**config.mk**
```make
export PLATFORM = sky130hd
export DESIGN_NAME = json_string_unescape_unit
export DESIGN_NICKNAME = d
export VERILOG_FILES = /design/src/jsu_pkg.sv /design/src/jsu_front.sv /design/src/jsu_queue.sv /design/src/jsu_back.sv /design/src/json_string_unescape_unit.sv
export SDC_FILE = /design/constraint.sdc
export NUM_CORES = 1
export LEC_CHECK = 0
export BUFFER_PORTS_ARGS = -buffer_cell sky130_fd_sc_hd__clkbuf_2
export CAP_MARGIN = 20
export CORE_UTILIZATION = 45
export DETAILED_ROUTE_END_ITERATION = 16
export GPL_TIMING_DRIVEN = 0
export HOLD_SLACK_MARGIN = 0.02
export SYNTH_ARGS = -nofsm -noshare
export SYNTH_HDL_FRONTEND = slang
export SYNTH_SLANG_ARGS = --single-unit
```
**constraint.sdc**
```tcl
create_clock -name clk -period 4.8 [get_ports clk]
set_input_delay 0.24 -clock clk [delete_from_list [all_inputs] [get_ports clk]]
set_output_delay 0.24 -clock clk [all_outputs]
set_load 0.05 [all_outputs]
```
**src/jsu_pkg.sv**
```systemverilog
// ----------------------------------------------------------------------------
// jsu_pkg
// shared types, character codes and helpers for the json string unescaper
// ----------------------------------------------------------------------------
package jsu_pkg;

  localparam int unsigned QUEUE_DEPTH = 4;

  // result status codes
  localparam logic [1:0] ST_UNIT  = 2'd0;
  localparam logic [1:0] ST_CLOSE = 2'd1;
  localparam logic [1:0] ST_ERR   = 2'd2;

  localparam logic [15:0] CH_QUOTE = 16'h0022;
  localparam logic [15:0] CH_BSLASH = 16'h005c;
  localparam logic [15:0] CH_SLASH = 16'h002f;
  localparam logic [15:0] CH_SPACE = 16'h0020;
  localparam logic [15:0] CH_TAB = 16'h0009;
  localparam logic [15:0] CH_CR = 16'h000d;
  localparam logic [15:0] CH_LF = 16'h000a;
  localparam logic [15:0] CH_LOW_B = 16'h0062;
  localparam logic [15:0] CH_LOW_F = 16'h0066;
  localparam logic [15:0] CH_LOW_N = 16'h006e;
  localparam logic [15:0] CH_LOW_R = 16'h0072;
  localparam logic [15:0] CH_LOW_T = 16'h0074;
  localparam logic [15:0] CH_LOW_U = 16'h0075;
  localparam logic [15:0] CH_BS = 16'h0008;
  localparam logic [15:0] CH_FF = 16'h000c;
  localparam logic [15:0] CTRL_LIMIT = 16'h0020;

  localparam logic [15:0] HIGH_SUR_LO = 16'hd800;
  localparam logic [15:0] HIGH_SUR_HI = 16'hdbff;
  localparam logic [15:0] LOW_SUR_LO = 16'hdc00;
  localparam logic [15:0] LOW_SUR_HI = 16'hdfff;

  // all results caused by one input unit, in order; cnt is 1 to 3
  typedef struct packed {
    logic [1:0]       cnt;
    logic [2:0][15:0] unit;
    logic [2:0][1:0]  st;
  } jsu_group_t;

  typedef struct packed {
    logic full;
    logic nonempty;
  } jsu_queue_status_t;

  // returns {ok, digit value}
  function automatic logic [4:0] hex_digit(input logic [15:0] c);
    logic [4:0] r;
    r = 5'd0;
    if (c >= 16'h0030 && c <= 16'h0039) begin
      r = {1'b1, c[3:0]};
    end else if ((c >= 16'h0061 && c <= 16'h0066) ||
                 (c >= 16'h0041 && c <= 16'h0046)) begin
      r = {1'b1, c[3:0] + 4'd9};
    end
    return r;
  endfunction

endpackage

```
**src/jsu_front.sv**
```systemverilog
// ----------------------------------------------------------------------------
// jsu_front
// takes code units, tracks the string parse state and builds the result group
// ----------------------------------------------------------------------------
module jsu_front (
  input  logic               clk,
  input  logic               rst,
  input  logic               accept,
  input  logic [15:0]        code_unit,
  input  logic               text_ends,
  output logic               push,
  output jsu_pkg::jsu_group_t group
);

  typedef enum logic [6:0] {
    M_WS      = 7'b0000001,
    M_BODY    = 7'b0000010,
    M_ESC     = 7'b0000100,
    M_HEX     = 7'b0001000,
    M_WANT_BS = 7'b0010000,
    M_WANT_U  = 7'b0100000,
    M_HEX_LO  = 7'b1000000
  } mode_t;

  mode_t       mode, mode_next;
  logic [1:0]  hex_seen, hex_seen_next;
  logic [15:0] hex_accum, hex_accum_next;
  logic [15:0] high_half, high_half_next;

  always_comb begin
    logic [4:0]  hd;
    logic [15:0] acc_new;
    logic        done;
    logic [1:0]  nunits;
    logic [15:0] u0, u1;
    logic        close, err;

    hd = jsu_pkg::hex_digit(code_unit);
    acc_new = {hex_accum[11:0], hd[3:0]};
    done = hd[4] && (hex_seen == 2'd3);
    nunits = 2'd0;
    u0 = 16'd0;
    u1 = 16'd0;
    close = 1'b0;
    err = 1'b0;
    mode_next = mode;
    hex_seen_next = hex_seen;
    hex_accum_next = hex_accum;
    high_half_next = high_half;

    case (mode)
      M_BODY: begin
        if (code_unit == jsu_pkg::CH_QUOTE) begin
          close = 1'b1;
        end else if (code_unit < jsu_pkg::CTRL_LIMIT) begin
          err = 1'b1;
        end else if (code_unit == jsu_pkg::CH_BSLASH) begin
          mode_next = M_ESC;
        end else begin
          nunits = 2'd1;
          u0 = code_unit;
        end
      end
      M_ESC: begin
        mode_next = M_BODY;
        nunits = 2'd1;
        case (code_unit)
          jsu_pkg::CH_QUOTE:  u0 = jsu_pkg::CH_QUOTE;
          jsu_pkg::CH_BSLASH: u0 = jsu_pkg::CH_BSLASH;
          jsu_pkg::CH_SLASH:  u0 = jsu_pkg::CH_SLASH;
          jsu_pkg::CH_LOW_B:  u0 = jsu_pkg::CH_BS;
          jsu_pkg::CH_LOW_F:  u0 = jsu_pkg::CH_FF;
          jsu_pkg::CH_LOW_N:  u0 = jsu_pkg::CH_LF;
          jsu_pkg::CH_LOW_R:  u0 = jsu_pkg::CH_CR;
          jsu_pkg::CH_LOW_T:  u0 = jsu_pkg::CH_TAB;
          jsu_pkg::CH_LOW_U: begin
            nunits = 2'd0;
            mode_next = M_HEX;
            hex_seen_next = 2'd0;
            hex_accum_next = 16'd0;
          end
          default: begin
            nunits = 2'd0;
            err = 1'b1;
          end
        endcase
      end
      M_HEX, M_HEX_LO: begin
        if (!hd[4]) begin
          err = 1'b1;
        end else if (!done) begin
          hex_accum_next = acc_new;
          hex_seen_next = hex_seen + 2'd1;
        end else if (mode == M_HEX) begin
          hex_seen_next = 2'd0;
          if (acc_new >= jsu_pkg::HIGH_SUR_LO && acc_new <= jsu_pkg::HIGH_SUR_HI) begin
            high_half_next = acc_new;
            hex_accum_next = 16'd0;
            mode_next = M_WANT_BS;
          end else if (acc_new >= jsu_pkg::LOW_SUR_LO && acc_new <= jsu_pkg::LOW_SUR_HI) begin
            err = 1'b1;
          end else begin
            nunits = 2'd1;
            u0 = acc_new;
            hex_accum_next = 16'd0;
            mode_next = M_BODY;
          end
        end else begin
          hex_seen_next = 2'd0;
          if (acc_new >= jsu_pkg::LOW_SUR_LO && acc_new <= jsu_pkg::LOW_SUR_HI) begin
            nunits = 2'd2;
            u0 = high_half;
            u1 = acc_new;
            hex_accum_next = 16'd0;
            high_half_next = 16'd0;
            mode_next = M_BODY;
          end else begin
            err = 1'b1;
          end
        end
      end
      M_WANT_BS: begin
        if (code_unit == jsu_pkg::CH_BSLASH) begin
          mode_next = M_WANT_U;
        end else begin
          err = 1'b1;
        end
      end
      M_WANT_U: begin
        if (code_unit == jsu_pkg::CH_LOW_U) begin
          mode_next = M_HEX_LO;
          hex_seen_next = 2'd0;
          hex_accum_next = 16'd0;
        end else begin
          err = 1'b1;
        end
      end
      default: begin
        // whitespace skipping, also any illegal state code
        if (code_unit == jsu_pkg::CH_SPACE || code_unit == jsu_pkg::CH_TAB ||
            code_unit == jsu_pkg::CH_CR || code_unit == jsu_pkg::CH_LF) begin
          mode_next = M_WS;
        end else if (code_unit == jsu_pkg::CH_QUOTE) begin
          mode_next = M_BODY;
          hex_seen_next = 2'd0;
          hex_accum_next = 16'd0;
          high_half_next = 16'd0;
        end else begin
          err = 1'b1;
        end
      end
    endcase

    group = '0;
    if (close || err) begin
      group.cnt = 2'd1;
      group.st[0] = close ? jsu_pkg::ST_CLOSE : jsu_pkg::ST_ERR;
    end else begin
      group.unit[0] = u0;
      group.unit[1] = u1;
      group.st[0] = jsu_pkg::ST_UNIT;
      group.st[1] = jsu_pkg::ST_UNIT;
      group.cnt = nunits;
      if (text_ends) begin
        // unterminated text: trailing error after any decoded units
        group.cnt = nunits + 2'd1;
        group.st[nunits] = jsu_pkg::ST_ERR;
        group.unit[nunits] = 16'd0;
      end
    end

    if (close || err || text_ends) begin
      mode_next = M_WS;
      hex_seen_next = 2'd0;
      hex_accum_next = 16'd0;
      high_half_next = 16'd0;
    end
  end

  assign push = accept && (group.cnt != 2'd0);

  always_ff @(posedge clk) begin
    if (rst) begin
      mode <= M_WS;
      hex_seen <= 2'd0;
      hex_accum <= 16'd0;
      high_half <= 16'd0;
    end else if (accept) begin
      mode <= mode_next;
      hex_seen <= hex_seen_next;
      hex_accum <= hex_accum_next;
      high_half <= high_half_next;
    end
  end

  // an input that ends the text always leaves a closing or error result last
  a_ends_closes: assert property (@(posedge clk) disable iff (rst)
    (accept && text_ends) |-> (push && group.st[group.cnt - 2'd1] != jsu_pkg::ST_UNIT))
    else $error("text end without terminating result");

  // the surrogate wait states only ever hold a high surrogate
  a_high_half: assert property (@(posedge clk) disable iff (rst)
    (mode == M_WANT_BS || mode == M_WANT_U || mode == M_HEX_LO) |->
      (high_half >= jsu_pkg::HIGH_SUR_LO && high_half <= jsu_pkg::HIGH_SUR_HI))
    else $error("surrogate wait without high surrogate");

endmodule

```
**src/jsu_queue.sv**
```systemverilog
// ----------------------------------------------------------------------------
// jsu_queue
// short queue of result groups between the front and back parts
// ----------------------------------------------------------------------------
module jsu_queue #(
  parameter int unsigned DEPTH = jsu_pkg::QUEUE_DEPTH
) (
  input  logic                      clk,
  input  logic                      rst,
  input  logic                      push,
  input  jsu_pkg::jsu_group_t       wr_group,
  input  logic                      pop,
  output jsu_pkg::jsu_group_t       rd_group,
  output jsu_pkg::jsu_queue_status_t status
);

  localparam int unsigned PW = (DEPTH > 1) ? $clog2(DEPTH) : 1;
  localparam int unsigned CW = $clog2(DEPTH + 1);
  localparam logic [PW-1:0] LAST_PTR = PW'(DEPTH - 1);

  jsu_pkg::jsu_group_t slots [DEPTH];
  logic [PW-1:0] wr_ptr, rd_ptr;
  logic [CW-1:0] count;

  assign status.full = (count == CW'(DEPTH));
  assign status.nonempty = (count != '0);
  assign rd_group = slots[rd_ptr];

  always_ff @(posedge clk) begin
    if (push) begin
      slots[wr_ptr] <= wr_group;
    end
  end

  always_ff @(posedge clk) begin
    if (rst) begin
      wr_ptr <= '0;
      rd_ptr <= '0;
      count <= '0;
    end else begin
      if (push) begin
        wr_ptr <= (wr_ptr == LAST_PTR) ? '0 : wr_ptr + PW'(1);
      end
      if (pop) begin
        rd_ptr <= (rd_ptr == LAST_PTR) ? '0 : rd_ptr + PW'(1);
      end
      if (push && !pop) begin
        count <= count + CW'(1);
      end else if (pop && !push) begin
        count <= count - CW'(1);
      end
    end
  end

  a_no_overflow: assert property (@(posedge clk) disable iff (rst)
    !(push && status.full))
    else $error("push into full queue");

  a_no_underflow: assert property (@(posedge clk) disable iff (rst)
    !(pop && !status.nonempty))
    else $error("pop from empty queue");

endmodule

```
**src/jsu_back.sv**
```systemverilog
// ----------------------------------------------------------------------------
// jsu_back
// walks each queued group and hands its results out one per cycle while out_stall is low
// ----------------------------------------------------------------------------
module jsu_back (
  input  logic                       clk,
  input  logic                       rst,
  input  jsu_pkg::jsu_group_t        head,
  input  jsu_pkg::jsu_queue_status_t qstat,
  output logic                       pop,
  output logic                       out_valid,
  input  logic                       out_stall,
  output logic [15:0]                out_unit,
  output logic [1:0]                 status,
  output logic                       run_end
);

  logic [1:0] idx;
  logic       load;
  logic       last;

  assign load = qstat.nonempty && (!out_valid || !out_stall);
  assign last = (idx == head.cnt - 2'd1);
  assign pop = load && last;

  always_ff @(posedge clk) begin
    if (rst) begin
      out_valid <= 1'b0;
      idx <= 2'd0;
    end else begin
      if (load) begin
        out_valid <= 1'b1;
        idx <= last ? 2'd0 : idx + 2'd1;
      end else if (!out_stall) begin
        out_valid <= 1'b0;
      end
    end
  end

  always_ff @(posedge clk) begin
    if (load) begin
      out_unit <= head.unit[idx];
      status <= head.st[idx];
      run_end <= last;
    end
  end

  a_code_zero: assert property (@(posedge clk) disable iff (rst)
    (out_valid && status != jsu_pkg::ST_UNIT) |-> (out_unit == 16'd0 && run_end))
    else $error("close or error result with payload or not last");

endmodule

```
**src/json_string_unescape_unit.sv**
```systemverilog
// ----------------------------------------------------------------------------
// json_string_unescape_unit
// streaming json string decoder over utf-16 code units
// ----------------------------------------------------------------------------
// Input channel: code_unit/text_ends with in_valid/in_stall; one code unit is
// taken per cycle while in_stall is low. Output channel: out_unit/status/
// run_end with out_valid/out_stall; each input yields zero to three results,
// run_end marking the last one of an input.
// The front part decodes a unit in the cycle it is accepted and writes its
// results as one group into a small queue; the back part sends one result
// per cycle from the queue head through an output register while out_stall
// is low. Sustained rate is one unit per cycle while units give at most one
// result and out_stall is low; units that give two or three results send
// them one at a time through the single output register. in_stall rises
// when the queue is full, so a stalled receiver backs up the input after
// QUEUE_DEPTH groups plus the output register. Reset returns the parser to
// whitespace skipping and empties the queue and the output register.
// ----------------------------------------------------------------------------
module json_string_unescape_unit #(
  parameter int unsigned QUEUE_DEPTH = jsu_pkg::QUEUE_DEPTH
) (
  input  logic        clk,
  input  logic        rst,
  input  logic        in_valid,
  output logic        in_stall,
  input  logic [15:0] code_unit,
  input  logic        text_ends,
  output logic        out_valid,
  input  logic        out_stall,
  output logic [15:0] out_unit,
  output logic [1:0]  status,
  output logic        run_end
);

  jsu_pkg::jsu_group_t        front_group;
  jsu_pkg::jsu_group_t        head_group;
  jsu_pkg::jsu_queue_status_t qstat;
  logic                       accept;
  logic                       push;
  logic                       pop;

  assign in_stall = qstat.full;
  assign accept = in_valid && !in_stall;

  jsu_front u_front (
    .clk       (clk),
    .rst       (rst),
    .accept    (accept),
    .code_unit (code_unit),
    .text_ends (text_ends),
    .push      (push),
    .group     (front_group)
  );

  jsu_queue #(
    .DEPTH (QUEUE_DEPTH)
  ) u_queue (
    .clk      (clk),
    .rst      (rst),
    .push     (push),
    .wr_group (front_group),
    .pop      (pop),
    .rd_group (head_group),
    .status   (qstat)
  );

  jsu_back u_back (
    .clk       (clk),
    .rst       (rst),
    .head      (head_group),
    .qstat     (qstat),
    .pop       (pop),
    .out_valid (out_valid),
    .out_stall (out_stall),
    .out_unit  (out_unit),
    .status    (status),
    .run_end   (run_end)
  );

endmodule

```
### Word-level counts from Yosys, hierarchy flattened

Memories as Yosys holds them, arrays and structs flattened. A register that Yosys moved wholly into a read port is not among the register bits.
Cells that the tools add are included.

* bits in registers: 66
* memory bits (writable): 224
* bits of input ports: 21
* output and inout port bits: 21
* memories kept: 1

* $add $sub $neg: 9
* magnitude comparators: 14
* eq/ne operators: 42
* muxes and demuxes: 109
* bitwise logic cells: 2
* reduce and logical (&&, ||, !) cells: 41

Memories
* u_queue.slots: words 4, width 56, rd ports 1, clocked after Yosys merged registers in 1, wr ports 1, RTL line jsu_queue.sv:21 `jsu_pkg::jsu_group_t slots [DEPTH];`

Operators by type and width (number)
* $mux 16: 24
* $eq 16x7->1 const B: 7
* $mux 7: 14
* $mux 12: 7
* $mux 56: 1
* $pmux 7 s8: 1
* $mux 52: 1
* $and 32x48->48: 1
* $eq 16x4->1 const B: 3
* $eq 16x6->1 const B: 3
* $not 48->48: 1
* $pmux 16 s3: 1
* $mux 2: 23
* $pmux 12 s3: 1
* $pmux 7 s5: 1
* $bmux 16 s2: 1
* $demux 16 s2: 1
* $ge 16x16->1 const B: 2
* $ge 16x7->1 const B: 2
* $le 16x16->1 const B: 2
* $le 16x7->1 const B: 2
* $pmux 16 s2: 1
* $mux 1: 22
* $ne 3x1->1 const B: 6
* 46 further kinds: 89

### Logic depth before layout (Yosys ltp)

Gate-level depths: netlist of the first run.

* depth after elaboration: 27
* mapped depth: 20
* gate-level depth less buffers: 19

### Cells and area by module

Synthesis of the first run repeated with hierarchy kept, for this count alone.

* cell total of the unflattened synthesis: 814
* area total of the unflattened synthesis: 12749.7 um^2

Modules (own cells, without submodules)
* jsu_queue: instances 1, cells an instance 336, area an instance 8557.0 um^2, seq. area each 6906.6 um^2
* jsu_front: instances 1, cells an instance 376, area an instance 3055.4 um^2, seq. area each 740.7 um^2
* jsu_back: instances 1, cells an instance 101, area an instance 1123.6 um^2, seq. area each 630.6 um^2
* json_string_unescape_unit: instances 1, cells an instance 1, area an instance 13.8 um^2, seq. area each 0.0 um^2

### Worst setup path after synthesis of the first run

OpenSTA, ideal clock, no wires.

* path type: register -> register
* start: reg u_front.mode[0]
* end: mem u_queue.slots[3][0] (netlist bit) (enable)
* arrival time: 3.851 ns
* required time: 4.401 ns
* setup slack: 0.550 ns
* stages on the path, launching flop included: 14
* path buffers: 1
* path through: dfxtp_1 -> or3_1 -> nor4_2 -> nand4_1 -> a31oi_1 -> or2_0 -> clkbuf_1 -> inv_1 -> ha_1 -> inv_1 -> o211ai_1 -> o31ai_1 -> a21oi_1 -> and2_1

* cells in the longest elaborated chain, start to end: 12
* elaborated cells between the ends (all ways): 24

RTL lines
* start, declared: RTL line jsu_front.sv:25 `mode_t mode, mode_next;`
* start signal, assigned: RTL line jsu_front.sv:189 `mode <= mode_next;`
* $eq 7x4->1: RTL line jsu_front.sv:51, jsu_front.sv:94
* $mux 2: RTL line jsu_front.sv:94 `end else if (mode == M_HEX) begin`
* $mux 2: RTL line jsu_front.sv:91 `end else if (!done) begin`
* $mux 2: RTL line jsu_front.sv:89 `if (!hd[4]) begin`
* $pmux 2 s3: RTL line jsu_front.sv:51 `case (mode)`
* $add 2x1->2: RTL line jsu_front.sv:166 `group.cnt = nunits + 2'd1;`
* $mux 56: RTL line jsu_front.sv:164 `if (text_ends) begin`
* $mux 2 (*): RTL line jsu_front.sv:155 `if (close || err) begin`
* $reduce_bool 2->1 (*): RTL line jsu_front.sv:180 `assign push = accept && (group.cnt != 2'd0);`
* $logic_and 1x1->1 (*): RTL line jsu_front.sv:180
* named net push: RTL line json_string_unescape_unit.sv:39 `logic push;`
* $mux 1 (*): RTL line jsu_queue.sv:30 `if (push) begin`
* $mux 1 (not written as such) (*): RTL line jsu_queue.sv:31 `slots[wr_ptr] <= wr_group;`
* end, declared: RTL line jsu_queue.sv:21

The timed path passes the listed nets; every way through them passes the cells marked *.

### Worst setup path in the final report of the first run

* start: reg u_front.mode[0]
* end: reg u_queue.count[2]

* cells in the longest elaborated chain, start to end: 13
* elaborated cells between the ends (all ways): 27

RTL lines
* $eq 7x4->1: RTL line jsu_front.sv:51, jsu_front.sv:94
* $mux 2: RTL line jsu_front.sv:94
* $mux 2: RTL line jsu_front.sv:91
* $mux 2: RTL line jsu_front.sv:89
* $pmux 2 s3: RTL line jsu_front.sv:51
* $add 2x1->2: RTL line jsu_front.sv:166
* $mux 56: RTL line jsu_front.sv:164
* $mux 2 (*): RTL line jsu_front.sv:155
* $reduce_bool 2->1 (*): RTL line jsu_front.sv:180
* $logic_and 1x1->1 (*): RTL line jsu_front.sv:180
* named net push: RTL line json_string_unescape_unit.sv:39
* $logic_not 1->1: RTL line jsu_queue.sv:49 `end else if (pop && !push) begin`
* $logic_and 1x1->1: RTL line jsu_queue.sv:49
* $reduce_bool 2->1 (no source line)
* end signal, assigned: RTL line jsu_queue.sv:48 `count <= count + CW'(1);`
* end signal, assigned: RTL line jsu_queue.sv:50 `count <= count - CW'(1);`
* end, declared: RTL line jsu_queue.sv:23 `logic [CW-1:0] count;`

Marks and branches as above.
A chain may end at the register's enable or synchronous reset.

==> results.md, run 1 <==
Run status:
- The run finished with clean final reports.

STA:
- The highest achievable clock rate is 225 MHz.
- The number of endpoints failing setup at the final stage is 0.
- The total count of hold-check failures in the final report is 0.
- The ratio of final minimum period to clock period is 92.6%.
- The headroom to the max-slew limit is 34.1%.
- The slack of the critical path is 0.356 ns.
- For the pin with the worst max-slew slack, the measured transition is 0.988 ns.
- The count of pins over their slew limit is 0.
- The worst-case clock skew is 0.00948 ns.
- Setup repair after global routing left no endpoint under its margin.
- The routed design could run at a clock period as short as 4.44 ns.
- The total negative slack for setup checks is 0 ns.

Clock network:
- CTS built an H-tree with a depth of 1.
- The clock latency of the later-clocked register in the worst-skew pair is 0.49 ns.
- Clock-pin slew was measured on the worst setup and hold paths at 0.06 ns.
- TritonCTS built the clock tree.
- The longest clock path from root to sink contains 3 buffers.
- The number of buffers inserted during clock tree synthesis is 23.
- The number of sinks on the clock net is 220.
- The cell sitting at the root of the clock tree is a clkbuf_16.

Finish:
- The number of diodes is 0.
- Cells with a size suffix above 1 make up 18.4% of the layout.
- The area added between synthesis and finish is 14.3%.
- In the final layout, the multi-input gates occupy 0.00340 sq mm.
- The area taken by flip-flops and latches is 0.00612 sq mm.
- The final layout contains 788 nets.
- At the end of the flow the core is filled with cells to 52.5%.
- After filler insertion, the fill cell instance count of the layout stands at 1,793.
- The count of non-filler cells in the finished layout is 1,042.
- The library cell used most frequently in the layout, excluding fill and tap cells, is edfxtp_1.
- In the layout the commonest cells are 171 x edfxtp_1, 49 x dfxtp_1, 47 x nor2_1, 38 x clkbuf_2, 37 x mux4_2.

Floorplanning:
- The number of I/O pins is 42.
- The floorplan step defined a die boundary enclosing 0.0221 sq mm.
- The area of the core is 0.0211 sq mm.
- The starting density of the core is 45.9%.
- The floorplan has 53 rows.
- The vertical die dimension is 149 um.
- The horizontal extent of the die is 149 um.

Global routing:
- The aggregate global-route resource usage is 20.0%.
- The number of global-route vias before repair is 6,025.
- The aggregate global routing overflow is 0.
- Entering global routing, the biggest net connects 28 pins.
- The number of antenna violations at the first check in global routing is 0.
- The wire length of the first global-routing pass is 33,600 um.

Setup path:
- The arrival time reported for the critical path endpoint is 4.87 ns.
- The worst reg-to-reg setup slack is 0.36 ns.
- Along the worst path, the maximum fanout reaches 8.
- The worst setup path is launched from a register.
- The worst endpoint required time is 5.22 ns.
- The critical register-to-register path startpoint is u_front.mode[0]$_SDFFE_PP1P_.
- The element type at the critical path end is a register.
- The critical path in this run is classified as reg -> reg.
- The worst flop-to-flop path endpoint is u_queue.count[2]$_SDFFE_PP0P_.
- The number of cells traversed by the worst register-to-register path is 18.

Logic synthesis:
- The post-synthesis cell area is 0.00968 sq mm.
- Of the synthesized area, sequential elements account for 63.2%.
- The flip-flop cell with the highest count after synthesis is edfxtp_1.
- Each instance of the synthesized netlist takes up on average 14.3 sq um.
- The number of register bits inferred by synthesis is 220.
- The number of synthesis warnings is 0.
- After synthesis, the share of flip-flops with an asynchronous set or reset is 0%.
- The distinct cell type count after synthesis is 75.
- Synthesis produced a netlist whose cell count is 677.
- The synthesized design contains 171 enable-type register cells.

Drt:
- In the routed design, unresolved DRC markers number 0.
- Dividing the detail-routed wire length by the instance count gives 20.8 um.
- The first routing iteration left 466 violations.
- The via total after detailed routing is 6,121.
- Dividing the detail-routed via count by the number of cells gives 5.87.
- The number of nets with antenna violations after routing is 0.
- The first TritonRoute pass finished after 5 iterations.
- The wire length after detailed routing is 21,600 um.

Job:
- Max-cap violations in this run came to 0.

Power:
- The share of total power dissipated in combinational logic is 24.8%.
- The total power is 0.00547 W.
- The peak ir drop on the vdd network is 0.241 mV.
- The internal power is 0.00382 W.
- The reported leakage power is 3.65 nW.
- For this design the total switching power over the nets is 0.00166 W.
- The portion of total power attributed to the clock network is 29.4%.
- In this run the power density over the cells is 494 mW/mm^2.
- Registers are responsible for 45.8% of the overall power.
- Net switching is 30.3% of the power.

Min path:
- The endpoint of the worst hold-timing path is u_front.hex_seen[1]$_SDFFE_PP0P_.
- The startpoint of the most critical hold path is in_valid.
- The worst hold path was traced through 4 stages.
- The class of the tightest hold or removal check is in -> reg.

Placement:
- The count of buffers inserted at the top-level ports is 37.
- The placed cell count is 996.
- Routability-driven placement finished with a final weighted congestion of 0.946.
- The pre-CTS setup slack is -0.409 ns.
- Summed over all nets, the half-perimeter wirelength after detailed placement is 15,200 um.
-- power by group through the flow --
stage                     clock, W  combinational, W  sequential, W
final                      0.00161           0.00136        0.00251
after global routing       0.00171           0.00147        0.00253
after CTS                  0.00165           0.00138        0.00251
after detailed placement         0           0.00138        0.00255
after global placement           0           0.00132        0.00254
after floorplan                  0          0.000694        0.00285
-- cells by family after synthesis --
family | count (synthesis) | share of synthesized area, %
mux | 62 | 11.2
xor+xnor | 6 | 0.543
simple gates | 179 | 10.1
flops | 220 | 63.2
buf+inv | 55 | 2.27
compound gates | 138 | 10.6
other cells | 1 | 0.0387
fa+ha+maj | 16 | 2.14
-- critical path, cell delays in order (launching register included) --
cell      delay, ns
dfxtp_1        0.34
or3_1          0.45
nor4_4         0.32
nand4_1        0.26
a31oi_4        0.33
or2_0          0.15
clkbuf_1       0.20
inv_1          0.09
ha_1           0.30
inv_1          0.04
o211ai_1       0.07
o31ai_1        0.19
a21oi_2        0.26
ha_1           0.22
inv_1          0.07
fa_1           0.44
xor2_1         0.18
or3_1          0.31
a21oi_1        0.14
-- synth_stat cells, drive strengths merged (3+ instances only) --
cell type / number / share of area (%)
nor4: 3 / 0.32
a31oi: 5 / 0.39
nand2b: 4 / 0.26
and2: 18 / 1.2
mux2i: 24 / 2.5
or2: 4 / 0.26
xor2: 3 / 0.27
inv: 16 / 0.62
o211ai: 4 / 0.36
a2111oi: 3 / 0.53
clkbuf: 22 / 0.85
nor2b: 3 / 0.19
a22o: 24 / 2.2
nand2: 35 / 1.4
nor3b: 3 / 0.23
a22oi: 11 / 0.85
a221oi: 5 / 0.52
nor3: 10 / 0.52
a211oi: 4 / 0.31
and3: 5 / 0.32
edfxtp: 171 / 53
or4: 5 / 0.50
a21oi: 36 / 1.9
nor4b: 3 / 0.34
buf: 17 / 0.80
nor2: 48 / 1.9
xnor2: 3 / 0.27
or3: 4 / 0.26
nand3: 9 / 0.47
o21ai: 14 / 0.72
o2bb2ai: 3 / 0.27
ha: 15 / 1.9
dfxtp: 49 / 10
nand4: 12 / 0.78
nand4b: 3 / 0.27
mux4: 37 / 8.6
o22ai: 3 / 0.26
a21o: 8 / 0.62
-- sequential cells by signal, indices dropped and copies added (netlist names), 3 cells and up, named ones only --
name / flops
u_front.mode: 7
u_back.out_unit: 16
u_queue.count: 3
u_front.high_half: 16
u_front.hex_accum: 12
u_queue.slots: 152
-- metrics by stage --
step           hold slack, ns  instance area [sq um]
6_report                0.237                  11100
5_1_grt                 0.253                  11100
4_1_cts                 0.213                  11000
3_5_place_dp            0.439                  10300
3_3_place_gp            0.434                  10200
2_1_floorplan           0.385                   9700
-- timing repair --
| item | CTS | global route |
|---|---|---|
| hold buffers | 1 | 0 |
| pin swaps | 0 | 2 |
| setup endpoints to repair | 1 | 23 |
| gates resized for setup | 2 | 6 |
| buffers inserted | 0 | 3 |
| hold endpoints to repair | 1 | 0 |
-- area by class of cell --
type                       count  area share [%]
timing repair buffer          46            2.82
clock inverter                 7           0.520
clock buffer                  34            5.57
sequential                   220            55.2
inverter                      16           0.542
buffer                        39            1.46
multi-input combinational    405            30.7
tap                          275            3.11
-- metal layers --
layer | global-route usage [%] | share of wire [%] | vias to the layer above
li1 | - | - | 2821
met1 | 27.5 | 44 | 3091
met2 | 33.1 | 49 | 171
met3 | 2.88 | 5.2 | 38
met4 | 5.52 | 2.1 | 0
met5 | 0 | 0 | -
-- worst max-delay path by stage --
| stage | start | end | slack, ns | depth (start not counted) |
|---|---|---|---|---|
| final | u_front.mode[0]$_SDFFE_PP1P_ | u_queue.count[2]$_SDFFE_PP0P_ | 0.36 | 18 |
| after global routing | u_front.mode[0]$_SDFFE_PP1P_ | u_queue.count[2]$_SDFFE_PP0P_ | 0.04 | 18 |
| after CTS | u_front.mode[4]$_SDFFE_PP0P_ | u_queue.count[2]$_SDFFE_PP0P_ | 0.03 | 18 |
| after detailed placement | code_unit[0] | u_queue.count[2]$_SDFFE_PP0P_ | -0.41 | 21 |
| after global placement | code_unit[0] | u_queue.slots[0][8]$_DFFE_PP_ | -1.02 | 16 |
| after floorplan | u_front.mode[0]$_SDFFE_PP1P_ | u_queue.slots[3][0]$_DFFE_PP_ | 0.55 | 13 |
(Power assumes the default switching activity.)
==> inputs of run 2 (changes only) <==
RECOVER_POWER = 100   (was unset)
==> results.md, run 2 (same netlist as run 1, synthesis figures left out) <==
Floorplanning:
- The vertical die dimension is 149 um (unchanged).
- The starting density of the core is 45.9% (unchanged).
- The number of I/O pins came to 42 (unchanged).
- The horizontal extent of the die is 149 um (unchanged).
- The number of core rows was 53 (unchanged).
- The overall die area is 0.0221 sq mm (unchanged).
- The area of the core is 0.0211 sq mm (unchanged).

Global routing:
- The aggregate global routing overflow is 0 (unchanged).
- The aggregate global-route resource usage is 20.0% (unchanged).
- The wire length of the first global-routing pass came to 33,600 um (unchanged).
- The number of antenna violations at the first check in global routing is 0 (unchanged).
- The maximum number of pins on one net before global-route repair came to 28 (unchanged).
- The number of global-route vias before repair was 6,025 (unchanged).

Power:
- The peak ir drop on the vdd network is 0.241 mV (about the same).
- The total power came to 0.00544 W (was 0.00547 W).
- The power per cell area came to 496 mW/mm^2 (was 494 mW/mm^2).
- The reported leakage power is 3.55 nW (was 3.65 nW).

Clock network:
- The cell chosen for the clock root is clkbuf_16 (unchanged).
- The clock tree from TritonCTS is done (unchanged).
- The clock transition at the register clock pins on the worst setup and hold paths after CTS is 0.06 ns (about the same).
- The number of buffers inserted during clock tree synthesis is 23 (unchanged).
- The H-tree depth reported by CTS is 1 (unchanged).
- The clock latency of the later-clocked register in the worst-skew pair is 0.50 ns (was 0.49 ns).
- The number of buffers on the longest clock path is 3 (unchanged).
- The number of sinks on the clock net is 220 (unchanged).

Setup path:
- The type of the setup path with the least slack is reg -> reg (unchanged).
- The startpoint type of the worst setup path was a register (unchanged).
- The number of cells traversed by the worst register-to-register path is 18 (unchanged).
- The critical register-to-register path startpoint is u_front.mode[0]$_SDFFE_PP1P_ (unchanged).
- The worst flop-to-flop path endpoint was u_queue.count[2]$_SDFFE_PP0P_ (unchanged).
- The worst reg-to-reg setup slack is 0.37 ns (was 0.36 ns).
- The element type at the critical path end is a register (unchanged).
- The worst endpoint required time is 5.23 ns (was 5.22 ns).
- The arrival time reported for the critical path endpoint came to 4.85 ns (was 4.87 ns).
- The highest net fanout along the worst path is 8 (unchanged).
- The critical path endpoint was u_queue.count[2]$_SDFFE_PP0P_ (unchanged).
- The critical path startpoint is u_front.mode[0]$_SDFFE_PP1P_ (unchanged).

STA:
- The headroom to the max-slew limit is 24.1% (was 34.1%).
- The ratio of final minimum period to clock period is 92.2% (was 92.6%).
- The highest achievable clock rate is 226 MHz (was 225 MHz).
- The worst-case clock skew is 0.0106 ns (was 0.00948 ns).
- The total negative slack for setup checks is 0 ns (unchanged).
- The final critical-path required period is 4.43 ns (was 4.44 ns).
- The total count of hold-check failures in the final report is 0 (unchanged).
- Unrepaired setup endpoints after global routing: no (unchanged).
- The count of pins over their slew limit is 0 (unchanged).
- The number of endpoints failing setup at the final stage is 0 (unchanged).
- The measured slew at the worst slew-check pin is 1.11 ns (was 0.988 ns).

Finish:
- The register containing the most flip-flops in the final layout is u_queue.slots (unchanged).
- Most frequent cells in the layout: 171 x edfxtp_1, 60 x clkbuf_1, 49 x dfxtp_1, 47 x nor2_1, 37 x mux4_2 (was 171 x edfxtp_1, 49 x dfxtp_1, 47 x nor2_1, 38 x clkbuf_2, 37 x mux4_2).
- The number of flip-flops under the largest register name is 152 (unchanged).
- The fraction of final layout cells sized beyond drive strength 1 is 14.3% (was 18.4%).
- Biggest registers after layout: u_queue.slots (152), u_back.out_unit (16), u_front.high_half (16) (unchanged).
- The area added between synthesis and finish is 13.3% (was 14.3%).
- The number of diodes is 0 (unchanged).
- The most common cell after layout, fill and taps aside is edfxtp_1 (unchanged).
- The net count of the finished layout was 788 (unchanged).

Drt:
- The wire length after detailed routing was 21,700 um (was 21,600 um).
- The number of nets with antenna violations after routing is 0 (unchanged).
- The via total after detailed routing came to 6,127 (was 6,121).
- The per-cell via count in the routed design was 5.88 (was 5.87).
- The remaining routing DRC violations is 0 (unchanged).
- The starting DRC count in detailed routing came to 434 (was 466).
- The mean routed wirelength per cell is 20.8 um (about the same).
- The number of iterations in the first detailed-routing pass came to 5 (unchanged).

Placement:
- The global placement routability congestion is 0.946 (unchanged).
- The detailed placer's ending HPWL came to 15,200 um (unchanged).
- The count of buffers inserted at the top-level ports is 37 (unchanged).

Run status:
- Outcome: finished, final reports clean (unchanged).

Min path:
- The class of the tightest hold or removal check is in -> reg (unchanged).
- The startpoint of the most critical hold path is in_valid (unchanged).

Job:
- The number of max-capacitance violations reported is 0 (unchanged).
[run 2: cell types whose count changed in the layout (fill, tap and decap cells not counted), moves of 2 or more]
cell / delta
clkbuf_2: -22
buf_12: -2
buf_1: -4
and2_1: -10
and2_0: +12
clkbuf_1: +28
and2_2: -2
clkbuf_4: +2
[run 2: what timing repair did]
action	CTS	global route
setup buffers	0	3
pin swaps	0	2
hold buffers	1	0
resized for setup	2	6
endpoints found under the hold margin	1	0
endpoints found under the setup margin	1	23
[run 2: worst max-delay path, stage by stage, from the launching register on]
cell      delay (ns)
dfxtp_1         0.34
or3_1           0.45
nor4_4          0.32
nand4_1         0.26
a31oi_4         0.33
or2_0           0.15
clkbuf_1        0.20
inv_1           0.10
ha_1            0.30
inv_1           0.04
o211ai_1        0.07
o31ai_1         0.19
a21oi_2         0.26
ha_1            0.22
inv_1           0.07
fa_1            0.44
xor2_1          0.18
or3_1           0.31
a21oi_1         0.14
[run 2: per-stage QoR]
step | cell area (sq um) | instances | setup slack, ns | hold slack [ns] | util (%)
2_1_floorplan | 9700 | 680 | 0.550 | 0.385 | -
3_3_place_gp | 10200 | 992 | -1.02 | 0.434 | 48.5
3_5_place_dp | 10300 | 996 | -0.409 | 0.439 | 48.9
4_1_cts | 11000 | 1038 | 0.0319 | 0.213 | 52.2
5_1_grt | 11000 | 1042 | 0.0386 | 0.245 | 52.0
6_report | 11000 | 1042 | 0.374 | 0.230 | 52.0
[run 2: where the power goes]
part | total, W | switching, W | internal (W)
Sequential | 0.00251 | 0.0000827 | 0.00242
Clock | 0.00161 | 0.000670 | 0.000939
Combinational | 0.00133 | 0.000906 | 0.000423
[run 2: worst min-delay path by stage]
stage	to	cells after the start
final	u_front.hex_seen[1]$_SDFFE_PP0P_	4
after global routing	u_front.hex_seen[1]$_SDFFE_PP0P_	4
after CTS	u_front.hex_seen[1]$_SDFFE_PP0P_	4
after detailed placement	u_front.high_half[15]$_SDFFE_PP0P_	1
after global placement	u_front.high_half[12]$_SDFFE_PP0P_	1
after floorplan	u_back.out_valid$_SDFFE_PP0P_	2
[run 2: routing by layer]
| metal | wire (um) | track usage [%] | part of all wire [%] | vias to the layer above |
|---|---|---|---|---|
| met5 | 0 | 0 | 0 | - |
| met4 | 435 | 5.52 | 2.0 | 0 |
| met3 | 1210 | 2.88 | 5.6 | 36 |
| met2 | 10500 | 33.1 | 48 | 184 |
| met1 | 9520 | 27.5 | 44 | 3087 |
| li1 | - | - | - | 2820 |
[run 2: cell type report]
class | instances | area (sq um)
buffer | 39 | 153
clock buffer | 34 | 617
clock inverter | 7 | 57.6
fill | 1813 | 10100
inverter | 16 | 60.1
multi-input combinational | 405 | 3360
sequential | 220 | 6120
tap | 275 | 344
timing repair buffer | 46 | 260
==> inputs of run 3 (changes only) <==
CORE_ASPECT_RATIO = 2   (was unset)
GPL_TIMING_DRIVEN = unset   (was 0)
==> results.md, run 3 (same netlist as run 1, synthesis figures left out) <==
Run status:
- Outcome: finished, final reports clean (unchanged).

STA:
- The total count of hold-check failures in the final report is 0 (unchanged).
- The count of pins over their slew limit was 0 (unchanged).
- The total negative slack for setup checks is 0 ns (unchanged).
- The ratio of final minimum period to clock period is 91.3% (was 92.2%).
- The final critical-path required period is 4.38 ns (was 4.43 ns).
- Unrepaired setup endpoints after global routing: no (unchanged).
- The highest achievable clock rate came to 228 MHz (was 226 MHz).
- The headroom to the max-slew limit is 2.34% (was 24.1%).
- The worst-case clock skew came to 0.0125 ns (was 0.0106 ns).
- The measured slew at the worst slew-check pin is 1.46 ns (was 1.11 ns).
- The minimum hold slack came to 0.206 ns (was 0.230 ns).
- The number of endpoints failing setup at the final stage was 0 (unchanged).

Finish:
- Biggest registers after layout: u_queue.slots (152), u_back.out_unit (16), u_front.high_half (16) (unchanged).
- Most frequent cells in the layout: 171 x edfxtp_1, 49 x dfxtp_1, 47 x nor2_1, 37 x mux4_2, 36 x a21oi_1 (was 171 x edfxtp_1, 60 x clkbuf_1, 49 x dfxtp_1, 47 x nor2_1, 37 x mux4_2).
- The register containing the most flip-flops in the final layout is u_queue.slots (unchanged).
- The count of non-filler cells in the finished layout is 1,013 (was 1,042).
- The number of flip-flops under the largest register name was 152 (unchanged).
- The number of diodes is 0 (unchanged).
- The most common cell after layout, fill and taps aside is edfxtp_1 (unchanged).
- The area added between synthesis and finish is 12.0% (was 13.3%).
- The net count of the finished layout is 767 (was 788).
- The fraction of final layout cells sized beyond drive strength 1 is 16.8% (was 14.3%).
- The final core utilization is 51.6% (was 52.0%).
- The number of fill cells is 1,809 (was 1,813).

Clock network:
- The clock tree from TritonCTS is done (unchanged).
- The H-tree depth reported by CTS is 1 (unchanged).
- The number of buffers on the longest clock path came to 3 (unchanged).
- The number of buffers inserted for hold repair after clock tree synthesis is 1 (unchanged).
- The number of buffers inserted during clock tree synthesis is 20 (was 23).
- The clock latency of the later-clocked register in the worst-skew pair is 0.48 ns (was 0.50 ns).
- The clock transition at the register clock pins on the worst setup and hold paths after CTS came to 0.06 ns (about the same).
- The cell chosen for the clock root is clkbuf_16 (unchanged).
- The buffer count from post-CTS setup fixing is 0 (unchanged).
- The number of sinks on the clock net is 220 (unchanged).
- The total of cells resized after clock tree synthesis is 0 (was 2).

Global routing:
- The wire length of the first global-routing pass is 35,200 um (was 33,600 um).
- The number of global-route vias before repair is 6,439 (was 6,025).
- The aggregate global routing overflow is 0 (unchanged).
- The number of antenna violations at the first check in global routing is 0 (unchanged).
- The maximum number of pins on one net before global-route repair is 39 (was 28).
- The aggregate global-route resource usage is 20.6% (was 20.0%).

Placement:
- The placed cell count was 976 (was 996).
- The count of buffers inserted at the top-level ports is 41 (was 37).
- The detailed placer's ending HPWL is 15,400 um (was 15,200 um).
- The global placement routability congestion is 0.880 (was 0.946).

Floorplanning:
- The overall die area is 0.0221 sq mm (about the same).
- The number of core rows is 75 (was 53).
- The horizontal extent of the die came to 106 um (was 149 um).
- The number of I/O pins came to 42 (unchanged).
- The vertical die dimension was 209 um (was 149 um).
- The area of the core is 0.0210 sq mm (was 0.0211 sq mm).
- The starting density of the core is 46.1% (was 45.9%).

Setup path:
- The startpoint type of the worst setup path is a register (unchanged).
- The cell with the largest stage delay on the worst path is fa_1 (was or3_1).
- The arrival time reported for the critical path endpoint came to 4.79 ns (was 4.85 ns).
- The delay of the slowest critical-path stage is 0.43 ns (was 0.45 ns).
- The critical register-to-register path startpoint is u_front.mode[1]$_SDFFE_PP0P_ (was u_front.mode[0]$_SDFFE_PP1P_).
- Ordered list of cells on the worst path: or3_1 > nor4_2 > clkbuf_1 > nand4_1 > a31oi_1 > or2_0 > inv_1 > ha_1 > inv_1 > o211ai_1 > o31ai_1 > a21oi_1 > ha_1 > inv_1 > fa_1 > xor2_1 > or3_1 > a21oi_1 (was or3_1 > nor4_4 > nand4_1 > a31oi_4 > or2_0 > clkbuf_1 > inv_1 > ha_1 > inv_1 > o211ai_1 > o31ai_1 > a21oi_2 > ha_1 > inv_1 > fa_1 > xor2_1 > or3_1 > a21oi_1).
- The highest net fanout along the worst path is 6 (was 8).
- The most common cell type on the critical path is inv_1 (unchanged).
- The number of cells traversed by the worst register-to-register path is 18 (unchanged).
- The element type at the critical path end is a register (unchanged).
- The critical path startpoint is u_front.mode[1]$_SDFFE_PP0P_ (was u_front.mode[0]$_SDFFE_PP1P_).
- The type of the setup path with the least slack is reg -> reg (unchanged).
- The worst endpoint required time is 5.21 ns (was 5.23 ns).

Drt:
- The remaining routing DRC violations is 0 (unchanged).
- The wire length after detailed routing is 22,000 um (was 21,700 um).
- The per-cell via count in the routed design is 5.91 (was 5.88).
- The number of iterations in the first detailed-routing pass was 5 (unchanged).
- The via total after detailed routing came to 5,989 (was 6,127).
- The number of nets with antenna violations after routing was 0 (unchanged).
- The starting DRC count in detailed routing was 361 (was 434).
- The mean routed wirelength per cell is 21.7 um (was 20.8 um).

Power:
- The reported leakage power came to 3.56 nW (was 3.55 nW).
- The total power is 0.00535 W (was 0.00544 W).
- The peak ir drop on the vdd network is 0.317 mV (was 0.241 mV).
- The power per cell area is 493 mW/mm^2 (was 496 mW/mm^2).

Min path:
- The class of the tightest hold or removal check was in -> reg (unchanged).
- The startpoint of the most critical hold path is rst (was in_valid).
- The cell depth of the worst min-delay path is 2 (was 4).

Job:
- The number of max-capacitance violations reported is 0 (unchanged).
## run 3: changes by cell type in the layout (fill, tap and decap cells not counted), sizes merged
cell      previous run  this run
clkinvlp             1         0
clkbuf             101        75
buf                 17        19
inv                 16        18
## run 3: path summary, 6_finish.rpt
| path | slack [ns] | to |
|---|---|---|
| worst max-delay path | 0.42 | u_queue.count[2]$_SDFFE_PP0P_ |
| worst min-delay path | 0.21 | u_back.out_valid$_SDFFE_PP0P_ |
| worst max register to register | 0.42 | u_queue.count[2]$_SDFFE_PP0P_ |
| worst min register to register | 0.46 | u_front.high_half[14]$_SDFFE_PP0P_ |
## run 3: area by class of cell
type                            count  area (sq um)  share of cell area (%)
Clock buffer                       28           572                    5.27
Clock inverter                      8          76.3                   0.704
Inverter                           16          60.1                   0.554
Multi-Input combinational cell    405          3340                    30.8
Sequential cell                   220          6120                    56.4
Tap cell                          269           337                    3.10
Timing Repair Buffer               67           345                    3.18
## run 3: per-layer routing
metal	vias up	global-route usage [%]	wire length, um
met5	-	0	0
met4	0	10.6	1010
met3	59	2.24	812
met2	173	38.4	12000
met1	2999	22.7	8160
li1	2758	-	-
## run 3: metrics by stage
| stage | setup slack, ns | area (sq um) |
|---|---|---|
| 2_1_floorplan | 0.550 | 9700 |
| 3_3_place_gp | 0.458 | 10300 |
| 3_5_place_dp | 0.308 | 10300 |
| 4_1_cts | 0.536 | 11000 |
| 5_1_grt | 0.167 | 10800 |
| 6_report | 0.418 | 10800 |
## run 3: power breakdown
group          leakage, nW  switching [W]  internal (W)
combinational         1.33       0.000874      0.000402
sequential            1.92      0.0000839       0.00243
clock                0.319       0.000663      0.000895
## run 3: worst max-delay path, delay by kind of cell, from the launching register on
kind                     cells  cell delay [ns]
AO/OA/AOI/OAI                5             1.01
adder cells (fa/ha/maj)      3             0.97
AND/OR/NAND/NOR              5             1.31
XOR/XNOR                     1             0.18
buffers and inverters        4             0.47
flip-flops                   1             0.36
